File: src/rtl/millisecond_tick_clock_macros.svh
// assertion macros for the millisecond tick clock
`ifndef MILLISECOND_TICK_CLOCK_MACROS_SVH
`define MILLISECOND_TICK_CLOCK_MACROS_SVH
`ifndef SYNTHESIS
`define MTC_ASSERT(lbl, clk, rst, prop, msg) \
   lbl: assert property (@(posedge clk) disable iff (rst) prop) else $error(msg);
`define MTC_ASSERT_NEVER(lbl, clk, rst, expr, msg) \
   lbl: assert property (@(posedge clk) disable iff (rst) !(expr)) else $error(msg);
`else
`define MTC_ASSERT(lbl, clk, rst, prop, msg)
`define MTC_ASSERT_NEVER(lbl, clk, rst, expr, msg)
`endif
`endif

File: src/rtl/mtc_pkg.sv
// shared types and constants for the millisecond tick clock
package mtc_pkg;

   localparam int OpcodeWidth = 2;
   localparam int ValueWidth  = 16;
   localparam int MsWidth     = 10;
   localparam int SecWidth    = 6;
   localparam int MinWidth    = 6;
   localparam int HourWidth   = 5;
   localparam int PeriodWidth = 8;
   localparam int CsrIdxWidth = 1;
   localparam int CsrDataWidth = 8;

   localparam logic [OpcodeWidth-1:0] OP_TICK       = 2'd0;
   localparam logic [OpcodeWidth-1:0] OP_LOAD_DELAY = 2'd1;
   localparam logic [OpcodeWidth-1:0] OP_LOAD_SEC   = 2'd2;
   localparam logic [OpcodeWidth-1:0] OP_LOAD_MIN   = 2'd3;

   localparam logic [CsrIdxWidth-1:0] CSR_SAMPLE_ENABLE = 1'd0;
   localparam logic [CsrIdxWidth-1:0] CSR_SAMPLE_PERIOD = 1'd1;

   localparam logic [PeriodWidth-1:0] PeriodReset = 8'd4;

   localparam logic [MsWidth-1:0]   MsTop         = 10'd999;
   localparam logic [SecWidth-1:0]  SecTop        = 6'd59;
   localparam logic [MinWidth-1:0]  MinTop        = 6'd59;
   localparam logic [HourWidth-1:0] HourTop       = 5'd23;
   localparam logic [MsWidth-1:0]   BeatFirstEnd  = 10'd200;
   localparam logic [MsWidth-1:0]   BeatSecondEnd = 10'd400;

   typedef struct packed {
      logic [ValueWidth-1:0] tick_total;
      logic [MsWidth-1:0]    millis;
      logic [SecWidth-1:0]   seconds;
      logic [MinWidth-1:0]   minutes;
      logic [HourWidth-1:0]  hours;
      logic [ValueWidth-1:0] delay_left;
      logic [ValueWidth-1:0] sec_left;
      logic [ValueWidth-1:0] min_left;
      logic                  beat_first;
      logic                  beat_second;
   } tod_state_type;

   typedef struct packed {
      logic                   commit;
      logic [OpcodeWidth-1:0] opcode;
      logic [ValueWidth-1:0]  load_value;
   } tod_cmd_type;

endpackage

File: src/rtl/mtc_channels.sv
// handshake channel interfaces for the millisecond tick clock
interface mtc_req_if;
   import mtc_pkg::*;
   logic                   valid;
   logic                   ready;
   logic [OpcodeWidth-1:0] opcode;
   logic [ValueWidth-1:0]  load_value;
   modport source (output valid, output opcode, output load_value, input ready);
   modport sink (input valid, input opcode, input load_value, output ready);
endinterface

interface mtc_rsp_if;
   import mtc_pkg::*;
   logic                  valid;
   logic                  ready;
   logic [ValueWidth-1:0] tick_total;
   logic [MsWidth-1:0]    millis;
   logic [SecWidth-1:0]   seconds;
   logic [MinWidth-1:0]   minutes;
   logic [HourWidth-1:0]  hours;
   logic [ValueWidth-1:0] delay_left;
   logic [ValueWidth-1:0] sec_left;
   logic [ValueWidth-1:0] min_left;
   logic                  beat_first;
   logic                  beat_second;
   logic                  sample_strobe;
   modport source (output valid, output tick_total, output millis, output seconds,
                   output minutes, output hours, output delay_left, output sec_left,
                   output min_left, output beat_first, output beat_second,
                   output sample_strobe, input ready);
   modport sink (input valid, input tick_total, input millis, input seconds,
                 input minutes, input hours, input delay_left, input sec_left,
                 input min_left, input beat_first, input beat_second,
                 input sample_strobe, output ready);
endinterface

interface mtc_csr_if;
   import mtc_pkg::*;
   logic                    valid;
   logic                    ready;
   logic [CsrIdxWidth-1:0]  index;
   logic [CsrDataWidth-1:0] wdata;
   modport source (output valid, output index, output wdata, input ready);
   modport sink (input valid, input index, input wdata, output ready);
endinterface

File: src/rtl/mtc_mod_unit.sv
// bit-serial restoring remainder of the millisecond value by the sample period
module mtc_mod_unit (
   input  logic                           clock,
   input  logic                           reset,
   input  logic                           start,
   input  logic [mtc_pkg::MsWidth-1:0]     dividend,
   input  logic [mtc_pkg::PeriodWidth-1:0] divisor,
   output logic                           done,
   output logic                           rem_zero
);
   import mtc_pkg::*;

   localparam int CountWidth = $clog2(MsWidth);
   localparam logic [CountWidth-1:0] LastStep = CountWidth'(MsWidth - 1);

   logic                   busy_ff, busy_in;
   logic                   done_ff, done_in;
   logic [CountWidth-1:0]  count_ff, count_in;
   logic [MsWidth-1:0]     shift_ff, shift_in;
   logic [PeriodWidth-1:0] rem_ff, rem_in;
   logic [PeriodWidth-1:0] divisor_ff, divisor_in;
   logic [PeriodWidth:0]   trial;

   // one quotient bit per cycle, msb first
   assign trial = {rem_ff, shift_ff[MsWidth-1]};

   always_comb begin
      busy_in    = busy_ff;
      done_in    = 1'b0;
      count_in   = count_ff;
      shift_in   = shift_ff;
      rem_in     = rem_ff;
      divisor_in = divisor_ff;
      if (start) begin
         busy_in    = 1'b1;
         count_in   = '0;
         shift_in   = dividend;
         rem_in     = '0;
         divisor_in = divisor;
      end else if (busy_ff) begin
         shift_in = {shift_ff[MsWidth-2:0], 1'b0};
         if (trial >= {1'b0, divisor_ff}) begin
            rem_in = PeriodWidth'(trial - {1'b0, divisor_ff});
         end else begin
            rem_in = trial[PeriodWidth-1:0];
         end
         count_in = count_ff + 1'b1;
         if (count_ff == LastStep) begin
            busy_in = 1'b0;
            done_in = 1'b1;
         end
      end
   end

   always_ff @(posedge clock) begin
      if (reset) begin
         busy_ff <= 1'b0;
         done_ff <= 1'b0;
      end else begin
         busy_ff <= busy_in;
         done_ff <= done_in;
      end
      count_ff   <= count_in;
      shift_ff   <= shift_in;
      rem_ff     <= rem_in;
      divisor_ff <= divisor_in;
   end

   assign done     = done_ff;
   assign rem_zero = (rem_ff == '0);

endmodule

File: src/rtl/mtc_tod.sv
// time-of-day, down-counter and heartbeat registers with their update logic
`include "millisecond_tick_clock_macros.svh"
module mtc_tod (
   input  logic                   clock,
   input  logic                   reset,
   input  mtc_pkg::tod_cmd_type   cmd,
   output mtc_pkg::tod_state_type state_cur,
   output mtc_pkg::tod_state_type state_next
);
   import mtc_pkg::*;

   tod_state_type state_ff, state_in;

   always_comb begin
      state_in = state_ff;
      if (cmd.commit) begin
         unique case (cmd.opcode)
            OP_TICK: begin
               state_in.tick_total = state_ff.tick_total + 1'b1;
               if (state_ff.delay_left != '0) begin
                  state_in.delay_left = state_ff.delay_left - 1'b1;
               end
               // heartbeat from the value before the tick, both off at exactly 200
               state_in.beat_first  = (state_ff.millis < BeatFirstEnd);
               state_in.beat_second = (state_ff.millis > BeatFirstEnd) &&
                                      (state_ff.millis < BeatSecondEnd);
               if (state_ff.millis >= MsTop) begin
                  state_in.millis = '0;
                  if (state_ff.sec_left != '0) begin
                     state_in.sec_left = state_ff.sec_left - 1'b1;
                  end
                  if (state_ff.seconds >= SecTop) begin
                     state_in.seconds = '0;
                     if (state_ff.min_left != '0) begin
                        state_in.min_left = state_ff.min_left - 1'b1;
                     end
                     if (state_ff.minutes >= MinTop) begin
                        state_in.minutes = '0;
                        if (state_ff.hours >= HourTop) begin
                           state_in.hours = '0;
                        end else begin
                           state_in.hours = state_ff.hours + 1'b1;
                        end
                     end else begin
                        state_in.minutes = state_ff.minutes + 1'b1;
                     end
                  end else begin
                     state_in.seconds = state_ff.seconds + 1'b1;
                  end
               end else begin
                  state_in.millis = state_ff.millis + 1'b1;
               end
            end
            OP_LOAD_DELAY: state_in.delay_left = cmd.load_value;
            OP_LOAD_SEC:   state_in.sec_left   = cmd.load_value;
            OP_LOAD_MIN:   state_in.min_left   = cmd.load_value;
            default:       state_in = state_ff;
         endcase
      end
   end

   always_ff @(posedge clock) begin
      if (reset) begin
         state_ff <= '0;
      end else begin
         state_ff <= state_in;
      end
   end

   assign state_cur  = state_ff;
   assign state_next = state_in;

   `MTC_ASSERT(a_ms_range, clock, reset, state_ff.millis <= MsTop, "millis past top")
   `MTC_ASSERT(a_hour_range, clock, reset, state_ff.hours <= HourTop, "hours past top")
   `MTC_ASSERT(a_load_holds_time, clock, reset, (cmd.commit && cmd.opcode != OP_TICK) |=> $stable(state_ff.millis) && $stable(state_ff.tick_total), "load moved the clock")

endmodule

File: src/rtl/millisecond_tick_clock.sv
// tick word: idle, then the remainder state, then the finish state, which commits once the output is free
// load word: idle, then straight to the finish state; a new word is taken only back in idle
// the tick path runs the 10-step bit-serial remainder of millis by the sample period
// a result waits in the output register while the next word is taken
// synchronous active-high reset clears the clock, the counters and the LEDs; period resets to 4
`include "millisecond_tick_clock_macros.svh"
module millisecond_tick_clock (
   input logic      clock,
   input logic      reset,
   mtc_req_if.sink  req_if,
   mtc_rsp_if.source rsp_if,
   mtc_csr_if.sink  csr_if
);
   import mtc_pkg::*;

   localparam logic [1:0] ST_IDLE   = 2'd0;
   localparam logic [1:0] ST_MOD    = 2'd1;
   localparam logic [1:0] ST_FINISH = 2'd2;

   logic [1:0]             state_ff, state_in;
   logic [OpcodeWidth-1:0] opcode_ff, opcode_in;
   logic [ValueWidth-1:0]  value_ff, value_in;
   logic                   enable_ff;
   logic [PeriodWidth-1:0] period_ff;
   logic                   rsp_valid_ff, rsp_valid_in;
   tod_state_type          rsp_data_ff;
   logic                   strobe_ff;

   logic          req_take;
   logic          out_free;
   logic          commit;
   logic          strobe;
   logic          mod_start;
   logic          mod_done;
   logic          rem_zero;
   tod_cmd_type   tod_cmd;
   tod_state_type tod_cur;
   tod_state_type tod_next;

   assign req_if.ready = (state_ff == ST_IDLE);
   assign req_take     = req_if.valid && req_if.ready;
   assign out_free     = !rsp_valid_ff || rsp_if.ready;
   assign commit       = (state_ff == ST_FINISH) && out_free;
   assign mod_start    = req_take && (req_if.opcode == OP_TICK);
   assign strobe       = (opcode_ff == OP_TICK) && enable_ff && (period_ff != '0) && rem_zero;

   assign tod_cmd.commit     = commit;
   assign tod_cmd.opcode     = opcode_ff;
   assign tod_cmd.load_value = value_ff;

   mtc_mod_unit u_mod (
      .clock    (clock),
      .reset    (reset),
      .start    (mod_start),
      .dividend (tod_cur.millis),
      .divisor  (period_ff),
      .done     (mod_done),
      .rem_zero (rem_zero)
   );

   mtc_tod u_tod (
      .clock      (clock),
      .reset      (reset),
      .cmd        (tod_cmd),
      .state_cur  (tod_cur),
      .state_next (tod_next)
   );

   always_comb begin
      state_in  = state_ff;
      opcode_in = opcode_ff;
      value_in  = value_ff;
      unique case (state_ff)
         ST_IDLE: begin
            if (req_take) begin
               opcode_in = req_if.opcode;
               value_in  = req_if.load_value;
               state_in  = (req_if.opcode == OP_TICK) ? ST_MOD : ST_FINISH;
            end
         end
         ST_MOD: begin
            if (mod_done) begin
               state_in = ST_FINISH;
            end
         end
         ST_FINISH: begin
            if (commit) begin
               state_in = ST_IDLE;
            end
         end
         default: state_in = ST_IDLE;
      endcase
   end

   always_comb begin
      rsp_valid_in = rsp_valid_ff;
      if (commit) begin
         rsp_valid_in = 1'b1;
      end else if (rsp_if.ready) begin
         rsp_valid_in = 1'b0;
      end
   end

   // configuration words land only while idle
   assign csr_if.ready = (state_ff == ST_IDLE);

   always_ff @(posedge clock) begin
      if (reset) begin
         state_ff     <= ST_IDLE;
         rsp_valid_ff <= 1'b0;
         enable_ff    <= 1'b0;
         period_ff    <= PeriodReset;
      end else begin
         state_ff     <= state_in;
         rsp_valid_ff <= rsp_valid_in;
         if (csr_if.valid && csr_if.ready) begin
            unique case (csr_if.index)
               CSR_SAMPLE_ENABLE: enable_ff <= csr_if.wdata[0];
               CSR_SAMPLE_PERIOD: period_ff <= csr_if.wdata[PeriodWidth-1:0];
               default: ;
            endcase
         end
      end
      opcode_ff <= opcode_in;
      value_ff  <= value_in;
      if (commit) begin
         rsp_data_ff <= tod_next;
         strobe_ff   <= strobe;
      end
   end

   assign rsp_if.valid         = rsp_valid_ff;
   assign rsp_if.tick_total    = rsp_data_ff.tick_total;
   assign rsp_if.millis        = rsp_data_ff.millis;
   assign rsp_if.seconds       = rsp_data_ff.seconds;
   assign rsp_if.minutes       = rsp_data_ff.minutes;
   assign rsp_if.hours         = rsp_data_ff.hours;
   assign rsp_if.delay_left    = rsp_data_ff.delay_left;
   assign rsp_if.sec_left      = rsp_data_ff.sec_left;
   assign rsp_if.min_left      = rsp_data_ff.min_left;
   assign rsp_if.beat_first    = rsp_data_ff.beat_first;
   assign rsp_if.beat_second   = rsp_data_ff.beat_second;
   assign rsp_if.sample_strobe = strobe_ff;

   `MTC_ASSERT(a_done_in_mod, clock, reset, mod_done |-> (state_ff == ST_MOD), "remainder done outside its state")
   `MTC_ASSERT(a_no_overwrite, clock, reset, (rsp_valid_ff && !rsp_if.ready) |=> $stable(rsp_data_ff), "waiting word overwritten")
   `MTC_ASSERT_NEVER(a_beats_exclusive, clock, reset, rsp_valid_ff && rsp_data_ff.beat_first && rsp_data_ff.beat_second, "both heartbeat leds on")
   `MTC_ASSERT(a_strobe_tick_only, clock, reset, (commit && opcode_ff != OP_TICK) |=> !strobe_ff, "strobe on a load word")

endmodule

File: src/flat_wrapper.sv
// flat-port wrapper written by rule: the top's interface ports become plain ports
module millisecond_tick_clock_flat import mtc_pkg::*;
  (clock, reset, req_if_valid, req_if_opcode, req_if_load_value, req_if_ready, rsp_if_valid, rsp_if_tick_total, rsp_if_millis, rsp_if_seconds, rsp_if_minutes, rsp_if_hours, rsp_if_delay_left, rsp_if_sec_left, rsp_if_min_left, rsp_if_beat_first, rsp_if_beat_second, rsp_if_sample_strobe, rsp_if_ready, csr_if_valid, csr_if_index, csr_if_wdata, csr_if_ready);
  mtc_req_if req_if_i ();
  mtc_rsp_if rsp_if_i ();
  mtc_csr_if csr_if_i ();
  input logic clock;
  input logic reset;
  input wire logic [$bits(req_if_i.valid)-1:0] req_if_valid;
  input wire logic [$bits(req_if_i.opcode)-1:0] req_if_opcode;
  input wire logic [$bits(req_if_i.load_value)-1:0] req_if_load_value;
  output wire logic [$bits(req_if_i.ready)-1:0] req_if_ready;
  output wire logic [$bits(rsp_if_i.valid)-1:0] rsp_if_valid;
  output wire logic [$bits(rsp_if_i.tick_total)-1:0] rsp_if_tick_total;
  output wire logic [$bits(rsp_if_i.millis)-1:0] rsp_if_millis;
  output wire logic [$bits(rsp_if_i.seconds)-1:0] rsp_if_seconds;
  output wire logic [$bits(rsp_if_i.minutes)-1:0] rsp_if_minutes;
  output wire logic [$bits(rsp_if_i.hours)-1:0] rsp_if_hours;
  output wire logic [$bits(rsp_if_i.delay_left)-1:0] rsp_if_delay_left;
  output wire logic [$bits(rsp_if_i.sec_left)-1:0] rsp_if_sec_left;
  output wire logic [$bits(rsp_if_i.min_left)-1:0] rsp_if_min_left;
  output wire logic [$bits(rsp_if_i.beat_first)-1:0] rsp_if_beat_first;
  output wire logic [$bits(rsp_if_i.beat_second)-1:0] rsp_if_beat_second;
  output wire logic [$bits(rsp_if_i.sample_strobe)-1:0] rsp_if_sample_strobe;
  input wire logic [$bits(rsp_if_i.ready)-1:0] rsp_if_ready;
  input wire logic [$bits(csr_if_i.valid)-1:0] csr_if_valid;
  input wire logic [$bits(csr_if_i.index)-1:0] csr_if_index;
  input wire logic [$bits(csr_if_i.wdata)-1:0] csr_if_wdata;
  output wire logic [$bits(csr_if_i.ready)-1:0] csr_if_ready;
  assign req_if_i.valid = req_if_valid;
  assign req_if_i.opcode = req_if_opcode;
  assign req_if_i.load_value = req_if_load_value;
  assign req_if_ready = req_if_i.ready;
  assign rsp_if_valid = rsp_if_i.valid;
  assign rsp_if_tick_total = rsp_if_i.tick_total;
  assign rsp_if_millis = rsp_if_i.millis;
  assign rsp_if_seconds = rsp_if_i.seconds;
  assign rsp_if_minutes = rsp_if_i.minutes;
  assign rsp_if_hours = rsp_if_i.hours;
  assign rsp_if_delay_left = rsp_if_i.delay_left;
  assign rsp_if_sec_left = rsp_if_i.sec_left;
  assign rsp_if_min_left = rsp_if_i.min_left;
  assign rsp_if_beat_first = rsp_if_i.beat_first;
  assign rsp_if_beat_second = rsp_if_i.beat_second;
  assign rsp_if_sample_strobe = rsp_if_i.sample_strobe;
  assign rsp_if_i.ready = rsp_if_ready;
  assign csr_if_i.valid = csr_if_valid;
  assign csr_if_i.index = csr_if_index;
  assign csr_if_i.wdata = csr_if_wdata;
  assign csr_if_ready = csr_if_i.ready;
  millisecond_tick_clock u_core (.clock(clock), .reset(reset), .req_if(req_if_i), .rsp_if(rsp_if_i), .csr_if(csr_if_i));
endmodule
File: config.mk
export PLATFORM = sky130hd
export DESIGN_NAME = millisecond_tick_clock_flat
export DESIGN_NICKNAME = d
export VERILOG_FILES = /design/src/rtl/mtc_pkg.sv /design/src/rtl/mtc_channels.sv /design/src/rtl/mtc_mod_unit.sv /design/src/rtl/mtc_tod.sv /design/src/rtl/millisecond_tick_clock.sv /design/src/flat_wrapper.sv
export VERILOG_INCLUDE_DIRS = /design/src /design/src/rtl
export SDC_FILE = /design/constraint.sdc
export NUM_CORES = 1
export LEC_CHECK = 0
export BUFFER_PORTS_ARGS = -buffer_cell sky130_fd_sc_hd__buf_4
export CORE_MARGIN = 10
export CORE_UTILIZATION = 56
export DETAILED_ROUTE_END_ITERATION = 16
export PLACE_DENSITY = 0.87
export SETUP_SLACK_MARGIN = 0.3
export SLEW_MARGIN = 20
export SYNTH_ARGS = -nofsm -noshare
export SYNTH_HDL_FRONTEND = slang
export SYNTH_HIERARCHICAL = 1
export SYNTH_SLANG_ARGS = --single-unit
File: constraint.sdc
create_clock -name clock -period 14.96 [get_ports clock]
set_input_delay 0.748 -clock clock [delete_from_list [all_inputs] [get_ports clock]]
set_output_delay 0.748 -clock clock [all_outputs]
set_load 0.02 [all_outputs]
==> flow_summary_export.csv, run 1 <==
group,metric,value,unit
status,outcome,"finished clean",
cells_and_area,layout_commonest_cell,"buf_4",
yosys,async_reset_ff_share,0,%
route,vias,8993,
cells_and_area,syn_to_final_growth,17.1,%
sta,period_minus_slack,4130,ps
yosys,synthesis.area,0.0114,mm²
sta,drv_slew,0,
grt,grt_max_degree,80,
worst_setup_path,critPathArrivalTime,4570,ps
clock_tree,cts_resized,0,
cells_and_area,insertedDiodeCount,0,
floorplan,core_area,0.0201,mm²
grt,grt_first_pass_wirelength,44600,µm
worst_setup_path,critical-path-top-delay-family,"simple AND/OR/NAND/NOR gates",
yosys,synth-compound-area-share,13.2,%
route,dr.pass1.iters,5,
sta,fin_setup_tns,0,ps
yosys,synth-simple-area-share,20.9,%
worst_setup_path,slowest_stage,"ha_1",
floorplan,dieHeight,162,µm
sta,slew_headroom,29.0,%
clock_tree,cts.htree.levels,1,
cells_and_area,mostFrequentLayoutCells,"buf_4 (136), edfxtp_1 (130), dfxtp_1 (119)",
floorplan,die-area,0.0264,mm²
placement,hpwl,19200,µm
worst_setup_path,slowest_delay,860,ps
worst_setup_path,critical_path.startpoint_type,"flip-flop",
yosys,synth_top_family_by_area,"simple AND/OR/NAND/NOR gates",
yosys,synth-seq-area-share,55.3,%
worst_setup_path,critPathMaxFanout,31,
sta,finalHoldViolations,0,
sta,tightest_slew,1070,ps
sta,timing.final.crit_share,27.6,%
sta,fmax,0.242,GHz
clock_tree,postCtsSetupBuffers,0,
grt,grt_usage,20.4,%
yosys,synth_ff_type,"edfxtp_1",
yosys,avgSynthCellArea,10.5,µm²
yosys,syn_nets,1142,
placement,gp_congestion,0.939,
cells_and_area,drive_gt1_share,18.2,%
grt,grt_remaining_overflow,0,
yosys,synth_fa_ha_area_share,2.80,%
worst_setup_path,timing.critical_path.buf_inv,2,
power,power.density,122,mW/mm²
floorplan,die_width,162,µm
power,leakagePower,0.00533,µW
yosys,yosysWarnings,6,
power,p_total,1620,µW
sta,finalClockSkew,11.3,ps
worst_hold_path,hold_path_class,"in2reg",
clock_tree,clock_latency,520,ps
route,drt_iter0_drc,792,
clock_tree,cts_tree,"built",
worst_setup_path,required,15390,ps
route,drt-total-wl,28400,µm
grt,grt_pass1_vias,8594,
floorplan,io_pins,129,
route,drc,0,
clock_tree,clock-root-buffer,"clkbuf_16",
cells_and_area,design_area,0.0133,mm²
route,avgRoutedWirePerCell,19.1,µm
sta,finalSetupViolations,0,
clock_tree,cts_hold_buf,0,
clock_tree,cts.sink_count,249,
floorplan,placementRows,52,
power,max-vdd-ir-drop,0.0000872,V
clock_tree,numCtsBuffers,25,
cells_and_area,nNetsFinal,1253,
worst_setup_path,critPathCaptureType,"flip-flop",
clock_tree,clockBufferDepth,3,
yosys,synthMuxAreaShare,2.50,%
yosys,synth_seq_cells,249,
worst_setup_path,timing.critical_path.cells,"inv_1, ha_1, nand2_1, nor4_4, buf_4, nand3_2, or4b_2, a21oi_1",
placement,postPlaceCellArea,0.0125,mm²
route,via_per_inst,6.06,
placement,io_buffers,128,
grt,antenna_found_initial,0,
yosys,synth_cells,1086,
clock_tree,clk_pin_slew,60,ps
run,drv_cap,0,
sta,rsz0062_at_grt,"false",
route,antenna_left,0,
floorplan,initial_core_util,56.5,%
worst_setup_path,crit_type,"reg2reg",
yosys,synth-xor-area-share,2.31,%
yosys,ys_types,87,
yosys,synth_edf_count,130,
Yosys cell counts (8+ instances only):
master	n	area [µm²]
or4_1	16	120
and3_1	16	100
o211ai_1	26	195
inv_1	30	113
xor2_1	14	123
a22oi_1	8	60.1
nand3_1	50	250
nand2b_1	11	68.8
dfxtp_1	119	2380
or2_2	11	68.8
edfxtp_1	130	3900
nor4_1	12	75.1
or3_1	18	113
mux2_2	11	124
mux2i_1	16	160
nor2b_1	9	56.3
a31oi_1	32	200
a21oi_1	52	260
o21ai_0	31	155
nand4_1	15	93.8
clkbuf_1	39	146
nor3_1	32	160
xnor2_1	16	140
and2_1	35	219
nand2_1	104	390
ha_1	23	288
nor2_1	89	334
sequential cells by signal, indices dropped and copies added (netlist names), 10 cells and up:
name / count
u_core/rsp_if.sec_left: 16
u_core/value_ff: 16
u_core/rsp_if.min_left: 16
u_core/u_tod/state_cur: 93
u_core/rsp_if.delay_left: 16
u_core/u_mod/shift_ff: 10
u_core/rsp_if.tick_total: 16
u_core/rsp_if.millis: 10
where the power goes:
| part | internal, µW | switching [µW] | leakage [µW] |
|---|---|---|---|
| Sequential | 755 | 30.5 | 0.00221 |
| Clock | 360 | 252 | 0.000395 |
| Combinational | 88.1 | 135 | 0.00272 |
| Total | 1200 | 417 | 0.00533 |
worst reg2reg max path: stages (launching register included):
cell and delay, ps:
edfxtp_1 450, inv_1 110, ha_1 860, nand2_1 760, nor4_4 440, buf_4 360, nand3_2 230, or4b_2 680
a21oi_1 160
kinds of logic (layout without fill, tap and decap cells):
| family | after synthesis | after routing |
|---|---|---|
| fa+ha+maj | 25 | 25 |
| simple gates | 454 | 454 |
| buf+inv | 82 | 211 |
| mux | 27 | 27 |
| flops | 249 | 249 |
| xor+xnor | 30 | 30 |
| compound gates | 219 | 219 |
worst paths after layout:
check | start | slack (ps) | cells past startpoint | end
setup / recovery | u_core/opcode_ff[0] | 10830 | 8 | u_core/u_tod/state_cur[54]
hold reg to reg | u_core/period_ff[4] | 460 | 0 | u_core/u_mod/divisor_ff[4]
hold / removal | req_if_load_value[15] | 400 | 1 | u_core/value_ff[15]
setup reg to reg | u_core/opcode_ff[0] | 10830 | 8 | u_core/u_tod/state_cur[54]
area by class of cell:
cell class	count	area, µm²
Fill cell	1517	6790
Sequential cell	249	6290
Multi-Input combinational cell	755	4750
Timing Repair Buffer	136	1020
Clock buffer	34	699
Tap cell	270	338
Inverter	30	113
Clock inverter	11	103
metal layers:
| metal | vias up | wire, µm | global-route usage [%] |
|---|---|---|---|
| met5 | - | 0 | 0 |
| met4 | 0 | 840 | 7.15 |
| met3 | 67 | 2310 | 4.02 |
| met2 | 409 | 13200 | 32.5 |
| met1 | 4251 | 12000 | 27.2 |
| li1 | 4266 | - | - |
stage by stage:
stage / utilization [%] / setup slack (ps) / std cells / hold WS (ps)
after floorplan: - / 7530 / 1086 / 430
after global placement: 62.2 / 10740 / 1440 / 446
after detailed placement: 62.2 / 10620 / 1440 / 448
after CTS: 66.2 / 10920 / 1485 / 391
after global routing: 66.2 / 10570 / 1485 / 389
final: 66.2 / 10830 / 1485 / 401
Power figures use the tool's default switching activity.
==> run 2, diff against run 1 <==
==> constraint.sdc (replaced) <==
create_clock -name clock -period 3.9 [get_ports clock]
set_input_delay 0.195 -clock clock [delete_from_list [all_inputs] [get_ports clock]]
set_output_delay 0.195 -clock clock [all_outputs]
set_load 0.02 [all_outputs]
==> run 2 against run 1 <==
- non-clock buffer count grew 32
- largest cell class unchanged
- critical path depth is the same
- critical path type unchanged
- clock power grew to 4.0 times the previous value
- clock skew grew 0.84 ps
- highest routed layer unchanged
==> flow_summary_export.csv, run 2 (same netlist as run 1, synthesis figures left out) <==
group,metric,value,unit
power,max-vdd-ir-drop,0.000315,V
placement,postPlaceCellArea,0.0126,mm²
route,vias,9349,
cells_and_area,mostFrequentLayoutCells,"buf_4 (141), edfxtp_1 (130), dfxtp_1 (116)",
sta,rsz0062_at_grt,"false",
floorplan,core_area,0.0201,mm²
route,avgRoutedWirePerCell,19.8,µm
placement,io_buffers,128,
floorplan,placementRows,52,
sta,drv_slew,0,
worst_setup_path,critPathMaxFanout,55,
sta,slew_headroom,31.9,%
cells_and_area,design_area,0.0137,mm²
route,drc,0,
power,p_int,4710,µW
route,via_per_inst,6.16,
grt,grt_pass1_vias,9022,
route,dr.pass1.iters,6,
clock_tree,clock-root-buffer,"clkbuf_16",
cells_and_area,insertedDiodeCount,0,
clock_tree,cts_tree,"built",
power,power.density,464,mW/mm²
grt,grt_max_degree,81,
route,drt-total-wl,30000,µm
floorplan,io_pins,129,
floorplan,dieHeight,162,µm
floorplan,die_width,162,µm
sta,fin_setup_tns,0,ps
grt,grt_first_pass_wirelength,46800,µm
clock_tree,cts_resized,0,
sta,finalSetupViolations,0,
power,p_total,6350,µW
cells_and_area,layout_commonest_cell,"buf_4",
worst_setup_path,crit_type,"reg2reg",
power,power_frac_clock,38.5,%
grt,grt_usage,21.5,%
sta,tightest_slew,1020,ps
grt,grt_remaining_overflow,0,
worst_hold_path,hold_path_class,"in2reg",
power,pwr-share-comb,13.9,%
floorplan,die-area,0.0264,mm²
sta,fmax,0.328,GHz
grt,antenna_found_initial,0,
route,drt_iter0_drc,934,
power,leakagePower,0.00550,µW
power,seqPwrFrac,47.6,%
worst_setup_path,critPathCaptureType,"flip-flop",
sta,timing.final.crit_share,78.1,%
sta,hold_ws,16.1,ps
run,drv_cap,0,
clock_tree,cts.htree.levels,1,
route,antenna_left,0,
sta,finalClockSkew,12.1,ps
power,switching_power,1630,µW
cells_and_area,drive_gt1_share,18.8,%
worst_setup_path,required,4280,ps
clock_tree,cts.sink_count,249,
clock_tree,clockBufferDepth,3,
placement,hpwl,20100,µm
worst_setup_path,critPathArrivalTime,3420,ps
clock_tree,clock_latency,520,ps
clock_tree,clk_pin_slew,60,ps
sta,finalHoldViolations,0,
placement,pre_cts_ws,955,ps
status,outcome,"finished clean",
floorplan,initial_core_util,56.5,%
cells_and_area,largest_register_ffs,93,
worst_setup_path,critical_path.startpoint_type,"flip-flop",
power,switching_share,25.7,%
placement,gp_congestion,0.919,
cells_and_area,nNetsFinal,1285,
clock_tree,numCtsBuffers,25,
sta,period_minus_slack,3040,ps
sta,fin_ws,855,ps
cells_and_area,syn_to_final_growth,20.4,%
## run 2: final timing paths
path                                          start                         end  slack, ps  cells after the start
worst max-delay path             u_core/state_ff[0]      u_core/rsp_if.hours[1]        860                      8
worst min register to register  u_core/period_ff[4]  u_core/u_mod/divisor_ff[4]        470                      0
worst max register to register   u_core/state_ff[0]      u_core/rsp_if.hours[1]        860                      8
worst min-delay path                   req_if_valid          u_core/state_ff[1]         20                      3
## run 2: layout make-up
type	count	area (µm²)
clock inverters	9	124
well taps	270	338
fillers	1408	6420
multi-input cells	755	4780
inverters	30	113
clock buffers	36	707
flip-flops and latches	249	6290
repair buffers	168	1330
## run 2: critical path, stage by stage, from the launching register on
cell and delay (ps):
dfxtp_2 360, nand2b_4 160, nor2b_4 160, buf_4 600
and2_4 530, nand4_1 370, nor2_1 410, nand4_1 190
nand2_1 120
## run 2: power by group through the flow
stage	Sequential [µW]	Combinational (µW)	Clock (µW)
floorplan	3070	593	0
global placement	3060	812	0
detailed placement	3070	843	0
CTS	3010	872	2470
global route	3030	960	2580
finish	3020	882	2450
## run 2: metal layers
| layer | up-vias | track usage, % | share of wire, % |
|---|---|---|---|
| met5 | - | 0 | 0 |
| met4 | 0 | 6.91 | 2.7 |
| met3 | 66 | 4.35 | 9.1 |
| met2 | 492 | 36.4 | 49 |
| met1 | 4460 | 27.0 | 39 |
| li1 | 4331 | - | - |
## run 2: through the flow
step           cells  utilization (%)
4_1_cts         1517             68.0
5_1_grt         1517             68.0
6_report        1517             68.0
3_3_place_gp    1445             62.6
2_1_floorplan   1086                -
3_5_place_dp    1445             62.6
## run 2: timing repair
item,4_1_cts,5_1_grt
hold buffers,27,0
setup endpoints to repair,0,0
setup buffers,0,0
endpoints found under the hold margin,28,0
==> run 3, diff against run 2 <==
--- a/config.mk
+++ b/config.mk
@@ -6,11 +6,12 @@
 export SDC_FILE = /design/constraint.sdc
 export NUM_CORES = 1
 export LEC_CHECK = 0
+export ABC_AREA = 1
 export BUFFER_PORTS_ARGS = -buffer_cell sky130_fd_sc_hd__buf_4
 export CORE_MARGIN = 10
-export CORE_UTILIZATION = 56
+export CORE_UTILIZATION = 53
 export DETAILED_ROUTE_END_ITERATION = 16
-export PLACE_DENSITY = 0.87
+export PLACE_DENSITY = 0.86
 export SETUP_SLACK_MARGIN = 0.3
 export SLEW_MARGIN = 20
 export SYNTH_ARGS = -nofsm -noshare
==> constraint.sdc (replaced) <==
create_clock -name clock -period 2.7 [get_ports clock]
set_input_delay 0.135 -clock clock [delete_from_list [all_inputs] [get_ports clock]]
set_output_delay 0.135 -clock clock [all_outputs]
set_load 0.02 [all_outputs]
==> run 3 against run 2 <==
- largest power group unchanged
- synthesized area increased by 4.4%
- highest routed layer unchanged
- clock-buffer cell count fell by 1
- global-route usage is 0.56 points lower
- routed wire length grew 3.4%
- worst hold slack better by 33 ps
- fmax is 34% higher
- sequential power increased by 45%
- final area grew 5.5%
- core utilization fell by 2.3 points
- combinational power is 110% higher
==> flow_summary_export.csv, run 3 <==
group,metric,value,unit
status,outcome,"finished clean",
grt,globalRoute.busiestLayer,"met2",
yosys,synth_seq_cells,249,
power,seqPwrFrac,45.1,%
cells_and_area,insertedDiodeCount,0,
worst_setup_path,critPathMaxFanout,15,
grt,met3_usage,4.00,%
grt,grt_max_degree,88,
sta,tightest_slew,828,ps
cells_and_area,design_area,0.0144,mm²
sta,slew_headroom,44.8,%
clock_tree,clockBufferDepth,3,
power,power.density,675,mW/mm²
route,drt_iter0_drc,876,
placement,gp_congestion,0.901,
route,vias,10300,
yosys,synthesis.area,0.0119,mm²
worst_hold_path,hold_path_class,"in2reg",
route,antenna_left,0,
cells_and_area,layout_commonest_cell,"nand2_1",
yosys,async_reset_ff_share,0,%
cells_and_area,largest_register_ffs,93,
sta,period_minus_slack,2270,ps
clock_tree,cts.htree.levels,1,
power,switching_share,29.3,%
floorplan,die-area,0.0288,mm²
grt,grt_usage,20.9,%
yosys,synthTopCellsByCount,"nand2_1 (347), inv_1 (242), edfxtp_1 (130)",
floorplan,placementRows,54,
route,drt-total-wl,31000,µm
grt,grt_first_pass_wirelength,49700,µm
sta,drv_slew,0,
cells_and_area,fin_util,65.7,%
floorplan,initial_core_util,54.0,%
cells_and_area,fillCellCount,1733,
placement,postPlaceCellArea,0.0132,mm²
yosys,ys_types,45,
worst_setup_path,crit_type,"reg2reg",
sta,fmax,0.441,GHz
worst_setup_path,critPathCaptureType,"flip-flop",
worst_setup_path,critPathArrivalTime,2550,ps
yosys,synth_cells,1451,
worst_setup_path,required,2990,ps
yosys,synth_area_leaders,"edfxtp_1 (33%), dfxtp_1 (20%), nand2_1 (11%)",
clock_tree,numCtsBuffers,26,
power,p_int,6890,µW
sta,hold_ws,48.9,ps
grt,grt_remaining_overflow,0,
sta,finalSetupViolations,0,
grt,grt_pass1_vias,9864,
power,max-vdd-ir-drop,0.000428,V
yosys,syn_nets,1507,
yosys,synth_ff_type,"edfxtp_1",
cells_and_area,ff_latch_area,0.00629,mm²
power,leakagePower,0.00673,µW
yosys,synth-seq-area-share,53.0,%
floorplan,die_width,170,µm
grt,grt_use_met2,34.9,%
cells_and_area,syn_to_final_growth,21.6,%
clock_tree,cts_tree,"built",
power,switching_power,2850,µW
yosys,yosysWarnings,6,
yosys,avgSynthCellArea,8.18,µm²
yosys,synth_top_area_cell,"edfxtp_1",
placement,io_buffers,128,
route,via_per_inst,5.37,
route,avgRoutedWirePerCell,16.2,µm
clock_tree,cts.sink_count,249,
sta,finalClockSkew,17.0,ps
route,drc,0,
floorplan,core_area,0.0220,mm²
power,pwr-share-comb,19.4,%
cells_and_area,nNetsFinal,1674,
clock_tree,clk_pin_slew,60,ps
sta,rsz0062_at_grt,"false",
worst_setup_path,critical_path.startpoint_type,"flip-flop",
run,drv_cap,0,
cells_and_area,mostFrequentLayoutCells,"nand2_1 (341), inv_1 (238), buf_4 (145)",
yosys,synth_edf_count,130,
clock_tree,clock_latency,530,ps
sta,timing.final.crit_share,84.0,%
placement,hpwl,21500,µm
power,power_frac_clock,35.5,%
route,dr.pass1.iters,8,
cells_and_area,multi_input_comb_area,0.00459,mm²
grt,antenna_found_initial,0,
sta,finalHoldViolations,0,
grt,use_met1,26.7,%
cells_and_area,drive_gt1_share,14.8,%
floorplan,dieHeight,170,µm
clock_tree,clock-root-buffer,"clkbuf_16",
yosys,synth.top_cell.area_share,32.9,%
floorplan,io_pins,129,
yosys,synth_most_common_cell,"nand2_1",
-- run 3: kinds of logic (layout without fill, tap and decap cells) --
group                      Yosys count  in the layout  share of synthesized area (%)
and+or+nand+nor                    680            680                           24.8
buffers and inverters              287            474                           9.31
DFF                                249            249                           53.0
AOI/OAI and AO/OA                  190            190                           8.77
adders and majority gates           24             24                           2.59
xor gates and xnor gates            21             21                           1.55
-- run 3: worst paths after layout --
path / startpoint / end / slack [ps] / depth (start not counted)
setup / recovery: u_core/u_tod/state_cur[18] / u_core/rsp_if.sec_left[8] / 430 / 11
hold reg to reg: u_core/period_ff[3] / u_core/u_mod/divisor_ff[3] / 460 / 0
setup reg to reg: u_core/u_tod/state_cur[18] / u_core/rsp_if.sec_left[8] / 430 / 11
hold / removal: csr_if_index / u_core/period_ff[1] / 50 / 4
-- run 3: final cells by class --
cell class | count | area share [%]
clock inverter | 13 | 0.737
tap | 280 | 2.43
timing repair buffer | 177 | 9.78
inverter | 249 | 6.57
clock buffer | 35 | 5.03
multi-input combinational | 915 | 31.8
sequential | 249 | 43.6
-- run 3: timing repair --
item	4_1_cts	5_1_grt
endpoints found under the hold margin	30	0
gates resized for setup	0	7
hold buffers	30	0
buffers inserted	0	4
setup endpoints to repair	0	30
-- run 3: power groups by stage --
| stage | Sequential (µW) | Clock, µW | Combinational [µW] |
|---|---|---|---|
| floorplan | 4530 | 0 | 1230 |
| global placement | 4460 | 0 | 1770 |
| detailed placement | 4470 | 0 | 1800 |
| CTS | 4390 | 3520 | 1850 |
| global route | 4410 | 3680 | 2110 |
| finish | 4390 | 3460 | 1890 |
-- run 3: worst max-delay path: stages, from the launching register on --
cell	delay (ps)
dfxtp_1	310
inv_1	140
ha_1	270
nand4_1	230
nor2_4	190
nand2_1	180
nand2_2	200
inv_2	160
nand2_1	90
nand2_1	60
nand4_1	120
nand2_1	70
-- run 3: layer usage --
| layer | vias to the layer above | share of wire [%] |
|---|---|---|
| met2 | 441 | 47 |
| met5 | - | 0 |
| met4 | 0 | 2.7 |
| met1 | 4725 | 42 |
| li1 | 5072 | - |
| met3 | 65 | 8.0 |
-- run 3: stage by stage --
stage                     setup WS (ps)  TNS (ps)  power [µW]  cells
after floorplan                   -1620   -299760        5760   1451
after global placement              422         0        6230   1836
after detailed placement            355         0        6270   1836
final                               433         0        9740   1918
after CTS                           342         0        9760   1914
after global routing                302         0       10200   1918
